===== src/rtl/tpg_pkg.sv =====
// Package for the CRC-16 framed test packet generator.
// Holds constants, the CRC byte step and the controller/datapath interface types.
// No dependencies.
package tpg_pkg;

	localparam logic [7:0]  SYNC_A           = 8'h51;
	localparam logic [7:0]  SYNC_B           = 8'h55;
	localparam logic [15:0] CRC_INIT         = 16'hFFFF;
	localparam logic [15:0] CRC_POLY         = 16'h1021;
	localparam logic [15:0] CRC_TOP          = 16'h8000;
	localparam logic [7:0]  MIN_PACKET_BYTES = 8'd10;
	localparam logic [7:0]  CAPACITY_RESET   = 8'd128;

	typedef enum logic [1:0] {
		S_IDLE = 2'b01,
		S_RUN  = 2'b10
	} state_t;

	// controller -> datapath
	typedef struct packed {
		logic load;   // capture a request word
		logic step;   // produce the next result word into the output register
	} cmd_t;

	// datapath -> controller
	typedef struct packed {
		logic last;   // the word about to be produced ends the packet
	} sts_t;

	// CRC-16/CCITT-FALSE update by one byte, MSB first
	function automatic logic [15:0] crc_byte(input logic [15:0] crc, input logic [7:0] data);
		logic [15:0] acc;
		acc = crc ^ {data, 8'h00};
		for (int b = 0; b < 8; b++) begin
			if ((acc & CRC_TOP) != 16'h0000) begin
				acc = {acc[14:0], 1'b0} ^ CRC_POLY;
			end else begin
				acc = {acc[14:0], 1'b0};
			end
		end
		return acc;
	endfunction

endpackage


===== src/rtl/tpg_datapath.sv =====
// Datapath of the test packet generator: request registers, byte position,
// running CRC, capacity register and output register. Depends on tpg_pkg.
module tpg_datapath #(
	parameter int MAX_PACKET_BYTES = 128
) (
	input  logic          clk,
	input  logic          arst_n,
	input  logic          cfg_we,
	input  logic [7:0]    cfg_wdata,
	input  logic [7:0]    port_id,
	input  logic [31:0]   sequence_req,
	input  logic [7:0]    packet_length,
	input  tpg_pkg::cmd_t cmd,
	output tpg_pkg::sts_t sts,
	output logic [7:0]    byte_first,
	output logic [7:0]    byte_second,
	output logic [1:0]    byte_count,
	output logic          last,
	output logic          rejected
);

	localparam logic [7:0] MAX_LEN = 8'(MAX_PACKET_BYTES);

	logic [7:0]  capacity_q;
	logic [7:0]  port_q;
	logic [31:0] seq_q;
	logic [7:0]  len_q;
	logic        reject_q;
	logic [7:0]  pos_q;
	logic [15:0] crc_q;

	logic [8:0]  pos0;
	logic [8:0]  pos1;
	logic [8:0]  len9;
	logic [8:0]  body9;
	logic [7:0]  b0;
	logic [7:0]  b1;
	logic [15:0] c1;
	logic [15:0] c2;
	logic [7:0]  first_d;
	logic [7:0]  second_d;
	logic        pair_d;
	logic        last_d;

	function automatic logic [7:0] gen_byte(input logic [7:0] idx, input logic [7:0] port,
			input logic [31:0] seq, input logic [7:0] len);
		logic [7:0] v;
		unique case (idx)
			8'd0:    v = tpg_pkg::SYNC_A;
			8'd1:    v = tpg_pkg::SYNC_B;
			8'd2:    v = port;
			8'd3:    v = seq[7:0];
			8'd4:    v = seq[15:8];
			8'd5:    v = seq[23:16];
			8'd6:    v = seq[31:24];
			8'd7:    v = len;
			default: v = port ^ seq[7:0] ^ idx;
		endcase
		return v;
	endfunction

	assign pos0  = {1'b0, pos_q};
	assign pos1  = pos0 + 9'd1;
	assign len9  = {1'b0, len_q};
	assign body9 = len9 - 9'd2;

	assign b0 = gen_byte(pos0[7:0], port_q, seq_q, len_q);
	assign b1 = gen_byte(pos1[7:0], port_q, seq_q, len_q);

	// fold body bytes of this pair into the CRC, skip trailer positions
	assign c1 = (pos0 < body9) ? tpg_pkg::crc_byte(crc_q, b0) : crc_q;
	assign c2 = (pos1 < body9) ? tpg_pkg::crc_byte(c1, b1) : c1;

	always_comb begin
		if (pos0 < body9) begin
			first_d = b0;
		end else if (pos0 == body9) begin
			first_d = c1[7:0];
		end else begin
			first_d = c1[15:8];
		end
		pair_d = pos1 < len9;
		if (!pair_d) begin
			second_d = 8'h00;
		end else if (pos1 < body9) begin
			second_d = b1;
		end else if (pos1 == body9) begin
			second_d = c2[7:0];
		end else begin
			second_d = c2[15:8];
		end
		last_d = reject_q || ((pos0 + 9'd2) >= len9);
	end

	assign sts.last = last_d;

	always_ff @(posedge clk or negedge arst_n) begin
		if (!arst_n) begin
			capacity_q <= tpg_pkg::CAPACITY_RESET;
		end else if (cfg_we) begin
			capacity_q <= cfg_wdata;
		end
	end

	always_ff @(posedge clk) begin
		if (cmd.load) begin
			port_q   <= port_id;
			seq_q    <= sequence_req;
			len_q    <= packet_length;
			reject_q <= (packet_length < tpg_pkg::MIN_PACKET_BYTES) ||
			            (packet_length > MAX_LEN) || (packet_length > capacity_q);
			pos_q    <= 8'd0;
			crc_q    <= tpg_pkg::CRC_INIT;
		end else if (cmd.step) begin
			pos_q <= pos_q + 8'd2;
			crc_q <= c2;
		end
	end

	always_ff @(posedge clk) begin
		if (cmd.step) begin
			if (reject_q) begin
				byte_first  <= 8'h00;
				byte_second <= 8'h00;
				byte_count  <= 2'd0;
				last        <= 1'b1;
				rejected    <= 1'b1;
			end else begin
				byte_first  <= first_d;
				byte_second <= second_d;
				byte_count  <= pair_d ? 2'd2 : 2'd1;
				last        <= last_d;
				rejected    <= 1'b0;
			end
		end
	end

endmodule


===== config.mk =====
export PLATFORM = sky130hd
export DESIGN_NAME = tpg_datapath
export DESIGN_NICKNAME = d
export VERILOG_FILES = /design/src/rtl/tpg_pkg.sv /design/src/rtl/tpg_datapath.sv
export SDC_FILE = /design/constraint.sdc
export NUM_CORES = 1
export LEC_CHECK = 0
export BUFFER_PORTS_ARGS = -buffer_cell sky130_fd_sc_hd__buf_2
export CAP_MARGIN = 10
export CORE_AREA = 2 2 140 108
export DETAILED_ROUTE_END_ITERATION = 7
export DIE_AREA = 0 0 142 110
export GPL_TIMING_DRIVEN = 1
export PLACE_DENSITY_LB_ADDON = 0.12
export RECOVER_POWER = 50
export SYNTH_ARGS = -nofsm -noshare
export SYNTH_HDL_FRONTEND = slang
export SYNTH_SLANG_ARGS = --single-unit

===== constraint.sdc =====
create_clock -name clk -period 8.36 [get_ports clk]
set_clock_uncertainty 0.1 [all_clocks]
set_input_delay 0.836 -clock clk [delete_from_list [all_inputs] [get_ports clk]]
set_output_delay 0.836 -clock clk [all_outputs]
set_load 0.05 [all_outputs]

# Yosys cells after proc, flatten, opt, wreduce, memory -nomap -nowiden
# Cells that the tools add are included.
[word_totals] latchBits=0 mem_bits_ro=0 word_cells=93 in_bits=61 mem_count=0 output_inout_bits=21 ff_bits=101 ramBits=0
[classes] n_shift=0 div_mod_pow=0 add_sub_neg=4 n_eq_ne=16 bitwise=22 reduce_logical=6 order_cmp=7 muxes=26 multipliers=0
[op_table] operator="$mux W13" count=16
[op_table] operator="$pmux W8 S8" count=2
[op_table] operator="$eq A8 B3 Y1 const B" count=8
[op_table] operator="$not A3 Y3" count=16
[op_table] operator="$eq A8 B2 Y1 const B" count=4
[op_table] operator="$mux W16" count=2
[op_table] operator="$mux W8" count=4
[op_table] operator="$xor A16 B16 Y16" count=2
[op_table] operator="$xor A8 B8 Y8" count=3
[op_table] operator="$eq A8 B1 Y1 const B" count=2
[op_table] operator="$logic_not A8 Y1" count=2
[op_table] operator="$add A8 B1 Y9 const B" count=1
[op_table] operator="$add A8 B2 Y9 const B" count=1
[op_table] operator="$eq A8 B9 Y1" count=1
[op_table] operator="$eq A9 B9 Y1" count=1
[op_table] operator="$ge A9 B8 Y1" count=1
[op_table] operator="$lt A8 B9 Y1" count=1
[op_table] operator="$lt A9 B8 Y1" count=1
[op_table] operator="$lt A9 B9 Y1" count=1
[op_table] operator="$sub A8 B2 Y9 const B" count=1
[op_table] operator="$add A8 B2 Y8 const B" count=1
[op_table] operator="$gt A8 B8 Y1" count=1
[op_table] operator="$gt A8 B8 Y1 const B" count=1
[op_table] operator="$lt A8 B4 Y1 const B" count=1
[op_table] operator="5 further kinds" count=7

# Depth between registers and ports, before layout
# Gate-level depths: netlist of run 1.
[logic_depth] depth_word=41 depth_mapped=15

# Worst setup path before layout of run 1
# No wires, ideal clock.
[synth_timing] path_type="register to register" from="register len_q[1]" to="register crc_q[12]" path_buffers=1 setup_slack_ps=4455 stages_incl_launch_ff=16 arrival_time_ps=3721 path_cell_list="edfxtp_1 > inv_1 > ha_1 > xnor2_1 > ha_1 > a21o_1 > a21oi_1 > a21oi_1 > o21a_1 > buf_1 > or4_4 > a32oi_4 > xnor3_1 > xnor2_1 > and3_1 > o31ai_2"
[synth_via] elab_chain_len=15 elab_cells_between_ends=17 classes_between="1 x add/sub; 2 x order compare; 10 x mux; 4 x bitwise"
[synth_rtl] element="from (decl)" line="tpg_datapath.sv:27" source="logic [7:0] len_q;"
[synth_rtl] element="from (signal assigned)" line="tpg_datapath.sv:109" source="len_q <= packet_length;"
[synth_rtl] element="$sub A8 B2 Y9 (*)" line="tpg_datapath.sv:65" source="assign body9 = len9 - 9'd2;"
[synth_rtl] element="$lt A8 B9 Y1" line="tpg_datapath.sv:71" source="assign c1 = (pos0 < body9) ? tpg_pkg::crc_byte(crc_q, b0) : crc_q;"
[synth_rtl] element="$mux W16" line="tpg_datapath.sv:71"
[synth_rtl] element="$xor A16 B16 Y16" line="tpg_pkg.sv:33" source="acc = crc ^ {data, 8'h00};"
[synth_rtl] element="$not A3 Y3 (no source line)"
[synth_rtl] element="$mux W13 (7 in a row)" line="tpg_pkg.sv:35" source="if ((acc & CRC_TOP) != 16'h0000) begin"
[synth_rtl] element="$not A3 Y3 (no source line)"
[synth_rtl] element="$mux W13" line="tpg_pkg.sv:35"
[synth_rtl] element="$mux W16 (*)" line="tpg_datapath.sv:72" source="assign c2 = (pos1 < body9) ? tpg_pkg::crc_byte(c1, b1) : c1;"
[synth_rtl] element="to (signal assigned)" line="tpg_datapath.sv:113" source="crc_q <= tpg_pkg::CRC_INIT;"
[synth_rtl] element="to (decl)" line="tpg_datapath.sv:30" source="logic [15:0] crc_q;"
# Mark *: on every way between the ends. The rest lies on a longest branch, timed or not.
# A chain may end at the register's enable or synchronous reset.

==> results of run 1 <==
[flip-flops by register name (all words and copies together) (netlist names)]
register / cells
seq_q: 32
crc_q: 16
byte_first: 8
byte_second: 8
capacity_q: 8
len_q: 8
port_q: 8
pos_q: 7
byte_count: 2
last: 1
reject_q: 1
rejected: 1
[layout make-up]
| type | instances | area (um^2) | area share (%) |
|---|---|---|---|
| clock inverters | 5 | 62.56 | 0.8848 |
| repair buffers | 87 | 429.2 | 6.070 |
| inverters | 25 | 93.84 | 1.327 |
| multi-input cells | 434 | 3293 | 46.58 |
| well taps | 180 | 225.2 | 3.185 |
| flip-flops and latches | 100 | 2734 | 38.67 |
| clock buffers | 11 | 232.7 | 3.291 |
[kinds of logic (layout without fill, tap and decap cells)]
| kind of cell | count (synthesis) | in the layout | share of synthesized area, % |
|---|---|---|---|
| mux | 18 | 18 | 2.963 |
| compound gates | 151 | 151 | 16.40 |
| xor+xnor | 84 | 84 | 15.46 |
| simple gates | 147 | 147 | 11.07 |
| buf+inv | 54 | 128 | 3.564 |
| flops | 100 | 100 | 43.74 |
| fa+ha+maj | 34 | 34 | 6.807 |
[how the worst max path moves through the flow]
| stage | slack (ps) | start | endpoint | cells after the start |
|---|---|---|---|---|
| 2_1_floorplan | 4450 | len_q[1]$_DFFE_PP_ | crc_q[12]$_SDFFE_PP1P_ | 15 |
| 3_3_place_gp | 4150 | len_q[1]$_DFFE_PP_ | crc_q[12]$_SDFFE_PP1P_ | 14 |
| 3_5_place_dp | 4070 | pos_q[1]$_SDFFE_PP0P_ | crc_q[14]$_SDFFE_PP1P_ | 12 |
| 4_1_cts | 4070 | pos_q[1]$_SDFFE_PP0P_ | crc_q[14]$_SDFFE_PP1P_ | 12 |
| 5_1_grt | 3560 | cmd[0] | crc_q[8]$_SDFFE_PP1P_ | 6 |
| 6_report | 3920 | cmd[0] | crc_q[5]$_SDFFE_PP1P_ | 6 |
[per-layer routing]
layer | GRT usage (%) | vias up
met5 | 0 | -
met1 | 33.37 | 2229
met3 | 4.924 | 19
li1 | - | 2308
met4 | 6.286 | 0
met2 | 31.09 | 187
[Yosys cell counts, types with 3 or more instances]
cell type and number:
o211ai_1 6, nand2_1 35, mux2i_1 14, nand2b_1 6
xnor2_1 44, a211oi_1 10, a21o_1 3, ha_1 34
clkbuf_1 22, nand4_1 4, edfxtp_1 69, o21a_1 7
a21oi_1 42, buf_1 3, dfxtp_1 23, nor2_1 47
inv_1 24, xor3_1 7, dfrtp_1 7, nor2b_1 7
nor3_1 12, o21ai_0 36, nor4_1 4, xor2_1 23
o21ai_1 5, and3_1 6, a22oi_1 4, a222oi_1 12
xnor3_1 8, mux2_2 4, nand3_1 17
[power by group]
group	switching (mW)	leakage (nW)	total, mW	internal (mW)
Combinational	0.640	1.86	1.23	0.585
Sequential	0.0655	0.967	0.666	0.601
Clock	0.189	0.136	0.423	0.234
Total	0.895	2.96	2.31	1.42
==> results.sh, run 1 <==
export IMPL_tightest_slew_ps=3872
export IMPL_ff2ff_setup_slack_ps=4010
export IMPL_grt_first_pass_wirelength_mm=25.83
export IMPL_cts_sinks=100
export IMPL_diodes=0
export IMPL_fin_cells=842
export IMPL_gr_total_overflow=0
export IMPL_worst_ep_arrival_time_ps=4610
export IMPL_placed_cell_area_mm2=0.006797
export IMPL_worst_slack_ps=3922
export IMPL_max_slew_margin_rel_pct=-158.2
export IMPL_cts_tree="yes"
export IMPL_die_width_um=142
export IMPL_netlist_area_mm2=0.006250
export IMPL_finalWorstPathRequiredPeriod_ps=4438
export IMPL_finalHoldViolCount=0
export IMPL_clock_latency_ps=360
export IMPL_dp_hpwl_mm=11.87
export IMPL_dr_pass1_iters=5
export IMPL_cts_buffers=9
export IMPL_clockBufferDepth=2
export IMPL_violations="capacitance limit, slew limit"
export IMPL_portBuffers=81
export IMPL_crit_chain="buf_2 > clkbuf_1 > clkinv_1 > nor3_1 > a221oi_1 > o21ai_1"
export IMPL_cts_resized=0
export IMPL_grt_usage_pct=21.94
export IMPL_cp_end_kind="flip-flop"
export IMPL_place_gp_congestion=0.9204
export IMPL_grt_setup_unrepaired="no"
export IMPL_nFillCells=1297
export IMPL_max_stage_delay_ps=1460
export IMPL_cp_start_kind="input port"
export IMPL_ys_types=64
export IMPL_die_h_um=110
export IMPL_slew_viol_final=113
export IMPL_cp_buffers_inverters=3
export IMPL_fin_crit_sh_pct=53.09
export IMPL_viasPerCell=5.633
export IMPL_status="complete, but fails checks"
export IMPL_synth_top_cell_area_share_pct=33.15
export IMPL_met2WireLength_mm=6.583
export IMPL_layout_nets=752
export IMPL_htree_levels=3
export IMPL_ys_flop_type="edfxtp_1"
export IMPL_required_ps=8530
export IMPL_fp_row_count=38
export IMPL_die_area_mm2=0.01562
export IMPL_finalPower_mw=2.315
export IMPL_final_common_cell="buf_2"
export IMPL_pre_cts_slack_ps=4067
export IMPL_dp_cells=826
export IMPL_grt_max_degree=74
export IMPL_drive_gt1_share_pct=16.01
export IMPL_ys_top_cells_by_area="edfxtp_1 33%, dfxtp_1 7.4%, ha_1 6.8%, xnor2_1 6.2%, a21oi_1 3.4%"
export IMPL_setup_violations=0
export IMPL_wirelength_mm=16.12
export IMPL_rr_startpoint="pos_q[1]$_SDFFE_PP0P_"
export IMPL_ys_seq_area_share_pct=43.74
export IMPL_top_layer="met4"
export IMPL_rr_worst_depth=12
export IMPL_hold_ws_ps=286.3
export IMPL_ctsHoldBuffers=0
export IMPL_path_clk_slew_ps=70
export IMPL_timing_rr_end="crc_q[14]$_SDFFE_PP1P_"
export IMPL_synthToLayoutAreaGrowth_pct=13.13
export IMPL_synth_nets=683
export IMPL_async_flop_share_pct=8.000
export IMPL_final_cell_mix="70 x buf_2, 69 x edfxtp_1, 47 x nor2_1"
export IMPL_ys_warn_count=0
export IMPL_coreArea_mm2=0.01422
export IMPL_critical_path_slowest_cell="clkbuf_1"
export IMPL_ys_seq_elements=100
export IMPL_drc=0
export IMPL_initial_core_util_pct=43.96
export IMPL_postCtsSetupBuffers=0
export IMPL_cpLargestDelayFamily="buffers and inverters"
export IMPL_drv_cap=2
export IMPL_ios=82
export IMPL_wl_met3_mm=1.123
export IMPL_met1_length_mm=8.171
export IMPL_drt_iter0_drc=568
export IMPL_fmax_mhz=225.3
export IMPL_antenna_left=0
export IMPL_clock_root_buffer="clkbuf_16"
export IMPL_min_path_type="in2async"
export IMPL_grt_pass1_vias=4581
export IMPL_syn_avg_cell_area_um2=10.63
export IMPL_via_count=4743
export IMPL_critical_path_max_fanout=38
export IMPL_stdcell_area_mm2=0.007071
export IMPL_final_util_pct=49.74
export IMPL_setup_tns_ps=0
export IMPL_cellLeakagePower_nw=2.961
export IMPL_antenna_found_initial=0
export IMPL_irDropWorstVdd_v=0.0001349
export IMPL_synth_edf_count=69
export IMPL_detail_route_wl_per_cell_um=19.14
export IMPL_p_per_area_mw_per_mm2=327.4
export IMPL_crit_type="in2reg"
export IMPL_syn_inst=588
export IMPL_yosys_area_top_type="edfxtp_1"
No activity file was read; power rests on OpenSTA's default activity.
==> inputs of run 2 (changes only) <==
==> constraint.sdc (replaced) <==
create_clock -name clk -period 4.5 [get_ports clk]
set_clock_uncertainty 0.1 [all_clocks]
set_input_delay 0.45 -clock clk [delete_from_list [all_inputs] [get_ports clk]]
set_output_delay 0.45 -clock clk [all_outputs]
set_load 0.05 [all_outputs]
==> results.sh, run 2 (synthesized netlist as in run 1, its figures left out) <==
export IMPL_status="complete, but fails checks"
export IMPL_violations="capacitance limit, slew limit"
export IMPL_slew_viol_final=38
export IMPL_drc=0
export IMPL_coreArea_mm2=0.01422
export IMPL_cp_buffers_inverters=1
export IMPL_clockBufferDepth=2
export IMPL_grt_max_degree=53
export IMPL_grt_setup_unrepaired="no"
export IMPL_cpLargestDelayFamily="XOR/XNOR gates"
export IMPL_rr_worst_depth=12
export IMPL_antenna_left=0
export IMPL_grt_pass1_vias=4669
export IMPL_clock_latency_ps=360
export IMPL_fin_crit_sh_pct=92.61
export IMPL_gr_total_overflow=0
export IMPL_p_seq_share_pct=28.0
export IMPL_hold_start="sequence_req[9]"
export IMPL_cp_common_cell="xnor2_1"
export IMPL_dr_pass1_iters=5
export IMPL_multiInputGateArea_mm2=0.003299
export IMPL_postCtsSetupBuffers=0
export IMPL_die_area_mm2=0.01562
export IMPL_finalPower_mw=4.422
export IMPL_critical_path_slowest_cell="mux2i_1"
export IMPL_p_per_area_mw_per_mm2=614.7
export IMPL_grt_first_pass_wirelength_mm=26.26
export IMPL_regMostFlops="seq_q"
export IMPL_p_int_mw=2.750
export IMPL_crit_type="reg2reg"
export IMPL_path_clk_slew_ps=70
export IMPL_min_to="seq_q[9]$_DFFE_PP_"
export IMPL_clock_power_share_pct=20.4
export IMPL_cp_end_kind="flip-flop"
export IMPL_crit_chain="inv_1 > ha_1 > or4_1 > nand3_1 > mux2i_1 > xnor2_1 > xor3_1 > o21ai_2 > xor2_1 > xnor2_1 > nor3b_1 > o31ai_1"
export IMPL_final_util_pct=50.60
export IMPL_setup_tns_ps=0
export IMPL_required_ps=4670
export IMPL_htree_levels=3
export IMPL_top_regs="seq_q (32), crc_q (16)"
export IMPL_fin_cells=853
export IMPL_drive_gt1_share_pct=15.45
export IMPL_irDropWorstVdd_v=0.0003483
export IMPL_p_sw_share_pct=37.81
export IMPL_worstHoldPathCells=1
export IMPL_largest_register_ffs=32
export IMPL_clock_root_buffer="clkbuf_16"
export IMPL_fp_row_count=38
export IMPL_worst_ep_arrival_time_ps=4330
export IMPL_viasPerCell=5.626
export IMPL_synthToLayoutAreaGrowth_pct=15.10
export IMPL_finalWorstPathRequiredPeriod_ps=4168
export IMPL_finalHoldViolCount=0
export IMPL_antenna_found_initial=0
export IMPL_cellLeakagePower_nw=3.007
export IMPL_pwr_share_comb_pct=51.7
export IMPL_fmax_mhz=239.9
export IMPL_place_gp_congestion=0.9305
export IMPL_tightest_slew_ps=2064
export IMPL_layout_nets=763
export IMPL_wirelength_mm=16.49
export IMPL_setup_violations=0
export IMPL_diodes=0
export IMPL_dp_cells=836
export IMPL_die_h_um=110
export IMPL_detail_route_wl_per_cell_um=19.33
export IMPL_final_common_cell="edfxtp_1"
export IMPL_dp_hpwl_mm=12.38
export IMPL_critical_path_max_fanout=12
export IMPL_grt_usage_pct=22.38
export IMPL_rr_startpoint="pos_q[2]$_SDFFE_PP0P_"
export IMPL_max_slew_margin_rel_pct=-37.61
export IMPL_ios=82
export IMPL_final_cell_mix="69 x edfxtp_1, 56 x buf_2, 47 x nor2_1"
export IMPL_cts_buffers=9
export IMPL_min_path_type="in2reg"
export IMPL_seq_area_mm2=0.002734
export IMPL_cp_start_kind="flip-flop"
export IMPL_cts_tree="yes"
export IMPL_portBuffers=81
export IMPL_drv_cap=1
export IMPL_max_stage_delay_ps=580
export IMPL_timing_rr_end="crc_q[14]$_SDFFE_PP1P_"
export IMPL_nFillCells=1287
export IMPL_switching_power_mw=1.672
export IMPL_cts_sinks=100
export IMPL_die_width_um=142
export IMPL_drt_iter0_drc=471
export IMPL_ff2ff_setup_slack_ps=330
export IMPL_via_count=4799
export IMPL_initial_core_util_pct=43.96
==> run 2: cell count changes in the layout (fill, tap and decap cells not counted), sizes merged <==
cell / previous run / this run
bufinv: 1 / 3
dlygate4sd3: 0 / 1
clkbuf: 24 / 37
buf: 74 / 71
clkinv: 2 / 1
inv: 25 / 26
clkinvlp: 2 / 0
==> run 2: final cells by class <==
type	instances	area share [%]
Clock buffer	11	3.235
Inverter	25	1.305
Sequential cell	100	38.01
Multi-Input combinational cell	434	45.87
Timing Repair Buffer	98	6.958
Tap cell	180	3.131
Clock inverter	5	1.496
==> run 2: what timing repair did <==
action	in CTS	in global routing
endpoints found under the hold margin	7	0
hold buffers	1	0
resized for setup	0	1
endpoints found under the setup margin	0	4
==> run 2: metal layers <==
layer	wire length, um	track usage, %	part of all wire [%]
met4	303	7.071	1.8
met5	0	0	0
met2	6620	31.30	40
met3	1352	5.659	8.2
met1	8213	33.75	50
==> run 2: per-stage QoR <==
step                      hold slack (ps)  area (um^2)  worst slack (ps)
after floorplan                     54.41         6250             594.6
after global placement              199.5         6872             392.8
after detailed placement            210.9         6872             299.9
after CTS                           152.0         7222             288.2
after global routing                148.1         7193             55.19
final                               162.6         7193             332.3
==> run 2: how the worst max path moves through the flow <==
| stage | from | to | depth (start not counted) |
|---|---|---|---|
| 3_5_place_dp | pos_q[2]$_SDFFE_PP0P_ | crc_q[6]$_SDFFE_PP1P_ | 12 |
| 6_report | pos_q[2]$_SDFFE_PP0P_ | crc_q[14]$_SDFFE_PP1P_ | 12 |
| 4_1_cts | pos_q[2]$_SDFFE_PP0P_ | crc_q[6]$_SDFFE_PP1P_ | 12 |
| 3_3_place_gp | pos_q[2]$_SDFFE_PP0P_ | byte_second[7]$_SDFFCE_PP0P_ | 11 |
| 2_1_floorplan | len_q[1]$_DFFE_PP_ | crc_q[12]$_SDFFE_PP1P_ | 15 |
| 5_1_grt | pos_q[2]$_SDFFE_PP0P_ | crc_q[6]$_SDFFE_PP1P_ | 12 |
==> run 2: power by group through the flow <==
| stage | registers [mW] | logic, mW | clock network, mW |
|---|---|---|---|
| 2_1_floorplan | 1.26 | 1.79 | 0 |
| 3_3_place_gp | 1.25 | 2.20 | 0 |
| 3_5_place_dp | 1.25 | 2.24 | 0 |
| 4_1_cts | 1.23 | 2.27 | 0.921 |
| 5_1_grt | 1.25 | 2.48 | 0.950 |
| 6_report | 1.24 | 2.28 | 0.900 |
==> run 2: worst register-to-register path: stages (launching register included) <==
cell,delay (ps)
dfxtp_1,440
inv_1,130
ha_1,360
or4_1,580
nand3_1,240
mux2i_1,580
xnor2_1,330
xor3_1,420
o21ai_2,190
xor2_1,210
xnor2_1,100
nor3b_1,160
o31ai_1,240
==> inputs of run 3 (changes only) <==
--- a/config.mk
+++ b/config.mk
@@ -13,6 +13,7 @@
 export GPL_TIMING_DRIVEN = 1
 export PLACE_DENSITY_LB_ADDON = 0.12
 export RECOVER_POWER = 50
+export REMOVE_ABC_BUFFERS = 1
 export SYNTH_ARGS = -nofsm -noshare
 export SYNTH_HDL_FRONTEND = slang
 export SYNTH_SLANG_ARGS = --single-unit
==> results.sh, run 3 (synthesized netlist as in run 1, its figures left out) <==
export IMPL_status="complete, no violations"
export IMPL_fin_crit_sh_pct=90.95
export IMPL_portBuffers=81
export IMPL_place_gp_congestion=0.9062
export IMPL_top_regs="seq_q (32), crc_q (16)"
export IMPL_grt_pass1_vias=4565
export IMPL_setup_violations=0
export IMPL_required_ps=4670
export IMPL_gr_total_overflow=0
export IMPL_drv_cap=0
export IMPL_stdcell_area_mm2=0.007161
export IMPL_clock_root_buffer="clkbuf_16"
export IMPL_htree_levels=3
export IMPL_ios=82
export IMPL_grt_first_pass_wirelength_mm=25.51
export IMPL_pre_cts_slack_ps=345.1
export IMPL_clockBufferDepth=2
export IMPL_cellLeakagePower_nw=3.005
export IMPL_irDropWorstVdd_v=0.0002519
export IMPL_initial_core_util_pct=43.96
export IMPL_grt_usage_pct=21.37
export IMPL_crit_chain="inv_1 > ha_1 > or4_1 > nand3_1 > o21a_4 > xnor2_2 > or4_4 > a32oi_4 > xnor3_1 > xnor2_1 > a21oi_1 > o31ai_2"
export IMPL_critical_path_slowest_cell="or4_1"
export IMPL_layout_nets=764
export IMPL_placed_cell_area_mm2=0.006879
export IMPL_die_width_um=142
export IMPL_worst_ep_arrival_time_ps=4260
export IMPL_fp_row_count=38
export IMPL_diodes=0
export IMPL_largest_register_ffs=32
export IMPL_tightest_slew_ps=1422
export IMPL_dp_hpwl_mm=12.27
export IMPL_fmax_mhz=244.3
export IMPL_drive_gt1_share_pct=16.47
export IMPL_setup_tns_ps=0
export IMPL_slew_viol_final=0
export IMPL_detail_route_wl_per_cell_um=18.83
export IMPL_min_path_type="in2reg"
export IMPL_crit_type="reg2reg"
export IMPL_die_h_um=110
export IMPL_dr_pass1_iters=7
export IMPL_via_count=4779
export IMPL_cts_sinks=100
export IMPL_final_common_cell="edfxtp_1"
export IMPL_die_area_mm2=0.01562
export IMPL_synthToLayoutAreaGrowth_pct=14.57
export IMPL_viasPerCell=5.596
export IMPL_max_stage_delay_ps=570
export IMPL_cts_tree="yes"
export IMPL_cts_buffers=9
export IMPL_grt_setup_unrepaired="no"
export IMPL_regMostFlops="seq_q"
export IMPL_wirelength_mm=16.08
export IMPL_finalWorstPathRequiredPeriod_ps=4093
export IMPL_antenna_left=0
export IMPL_antenna_found_initial=0
export IMPL_clock_latency_ps=350
export IMPL_grt_max_degree=50
export IMPL_finalHoldViolCount=0
export IMPL_coreArea_mm2=0.01422
export IMPL_drc=0
export IMPL_cp_end_kind="flip-flop"
export IMPL_path_clk_slew_ps=80
export IMPL_cp_start_kind="flip-flop"
export IMPL_p_per_area_mw_per_mm2=592.2
export IMPL_final_cell_mix="69 x edfxtp_1, 60 x buf_2, 47 x nor2_1"
export IMPL_max_slew_margin_rel_pct=5.233
export IMPL_hold_ws_ps=167.2
export IMPL_drt_iter0_drc=532
export IMPL_worst_slack_ps=407.3
export IMPL_critical_path_max_fanout=10
export IMPL_nFillCells=1315
[run 3: cell types whose count changed in the layout (fill, tap and decap cells not counted)]
cell       delta
bufinv_16     -3
clkinv_8      +1
inv_8         +2
buf_4         +1
clkbuf_1      -6
clkinv_2      +1
clkinv_4      +1
buf_2         +4
[run 3: timing repair]
item | 4_1_cts | 5_1_grt
hold buffers | 1 | 0
endpoints found under the setup margin | 0 | 3
setup buffers | 0 | 0
gates resized for setup | 0 | 1
hold endpoints to repair | 7 | 0
[run 3: per-stage QoR]
| step | util, % | power (mW) | cells |
|---|---|---|---|
| 2_1_floorplan | - | 3.039 | 559 |
| 3_3_place_gp | 48.39 | 3.441 | 837 |
| 3_5_place_dp | 48.39 | 3.466 | 837 |
| 4_1_cts | 50.54 | 4.251 | 854 |
| 5_1_grt | 50.37 | 4.497 | 854 |
| 6_report | 50.37 | 4.240 | 854 |
[run 3: layout make-up]
type | instances | area, um^2 | area share (%)
inverter | 25 | 93.84 | 1.311
sequential | 100 | 2734 | 38.18
timing repair buffer | 99 | 513.0 | 7.164
multi-input combinational | 434 | 3299 | 46.08
clock inverter | 7 | 70.07 | 0.9785
tap | 180 | 225.2 | 3.145
clock buffer | 9 | 225.2 | 3.145
[run 3: power breakdown]
part	leakage, nW	switching (mW)	internal [mW]
clock network	0.147	0.382	0.392
logic	1.89	1.14	1.09
registers	0.967	0.122	1.11
[run 3: per-layer routing]
metal  routed length [um]  global-route usage, %
met4                  218                  5.571
met2                 6731                  31.85
met3                  957                  4.104
met5                    0                      0
met1                 8174                  31.95
[run 3: critical path, delay by kind of cell, from the launching register on]
family	cells	cell delay, ps
buf+inv	1	140
fa+ha+maj	1	330
flops	1	450
compound gates	4	890
xor+xnor	3	760
simple gates	3	1350
[run 3: final timing paths]
kind,startpoint,to,slack (ps),depth (start not counted)
min in group asynchronous,arst_n,capacity_q[2]$_DFFE_PN0P_,470,2
worst min register to register,capacity_q[0]$_DFFE_PN0P_,capacity_q[0]$_DFFE_PN0P_,430,1
max in group asynchronous,arst_n,capacity_q[7]$_DFFE_PN1P_,3480,2
worst max register to register,pos_q[2]$_SDFFE_PP0P_,crc_q[12]$_SDFFE_PP1P_,410,12
worst min-delay path,sequence_req[2],seq_q[2]$_DFFE_PP_,170,1
worst max-delay path,pos_q[2]$_SDFFE_PP0P_,crc_q[12]$_SDFFE_PP1P_,410,12
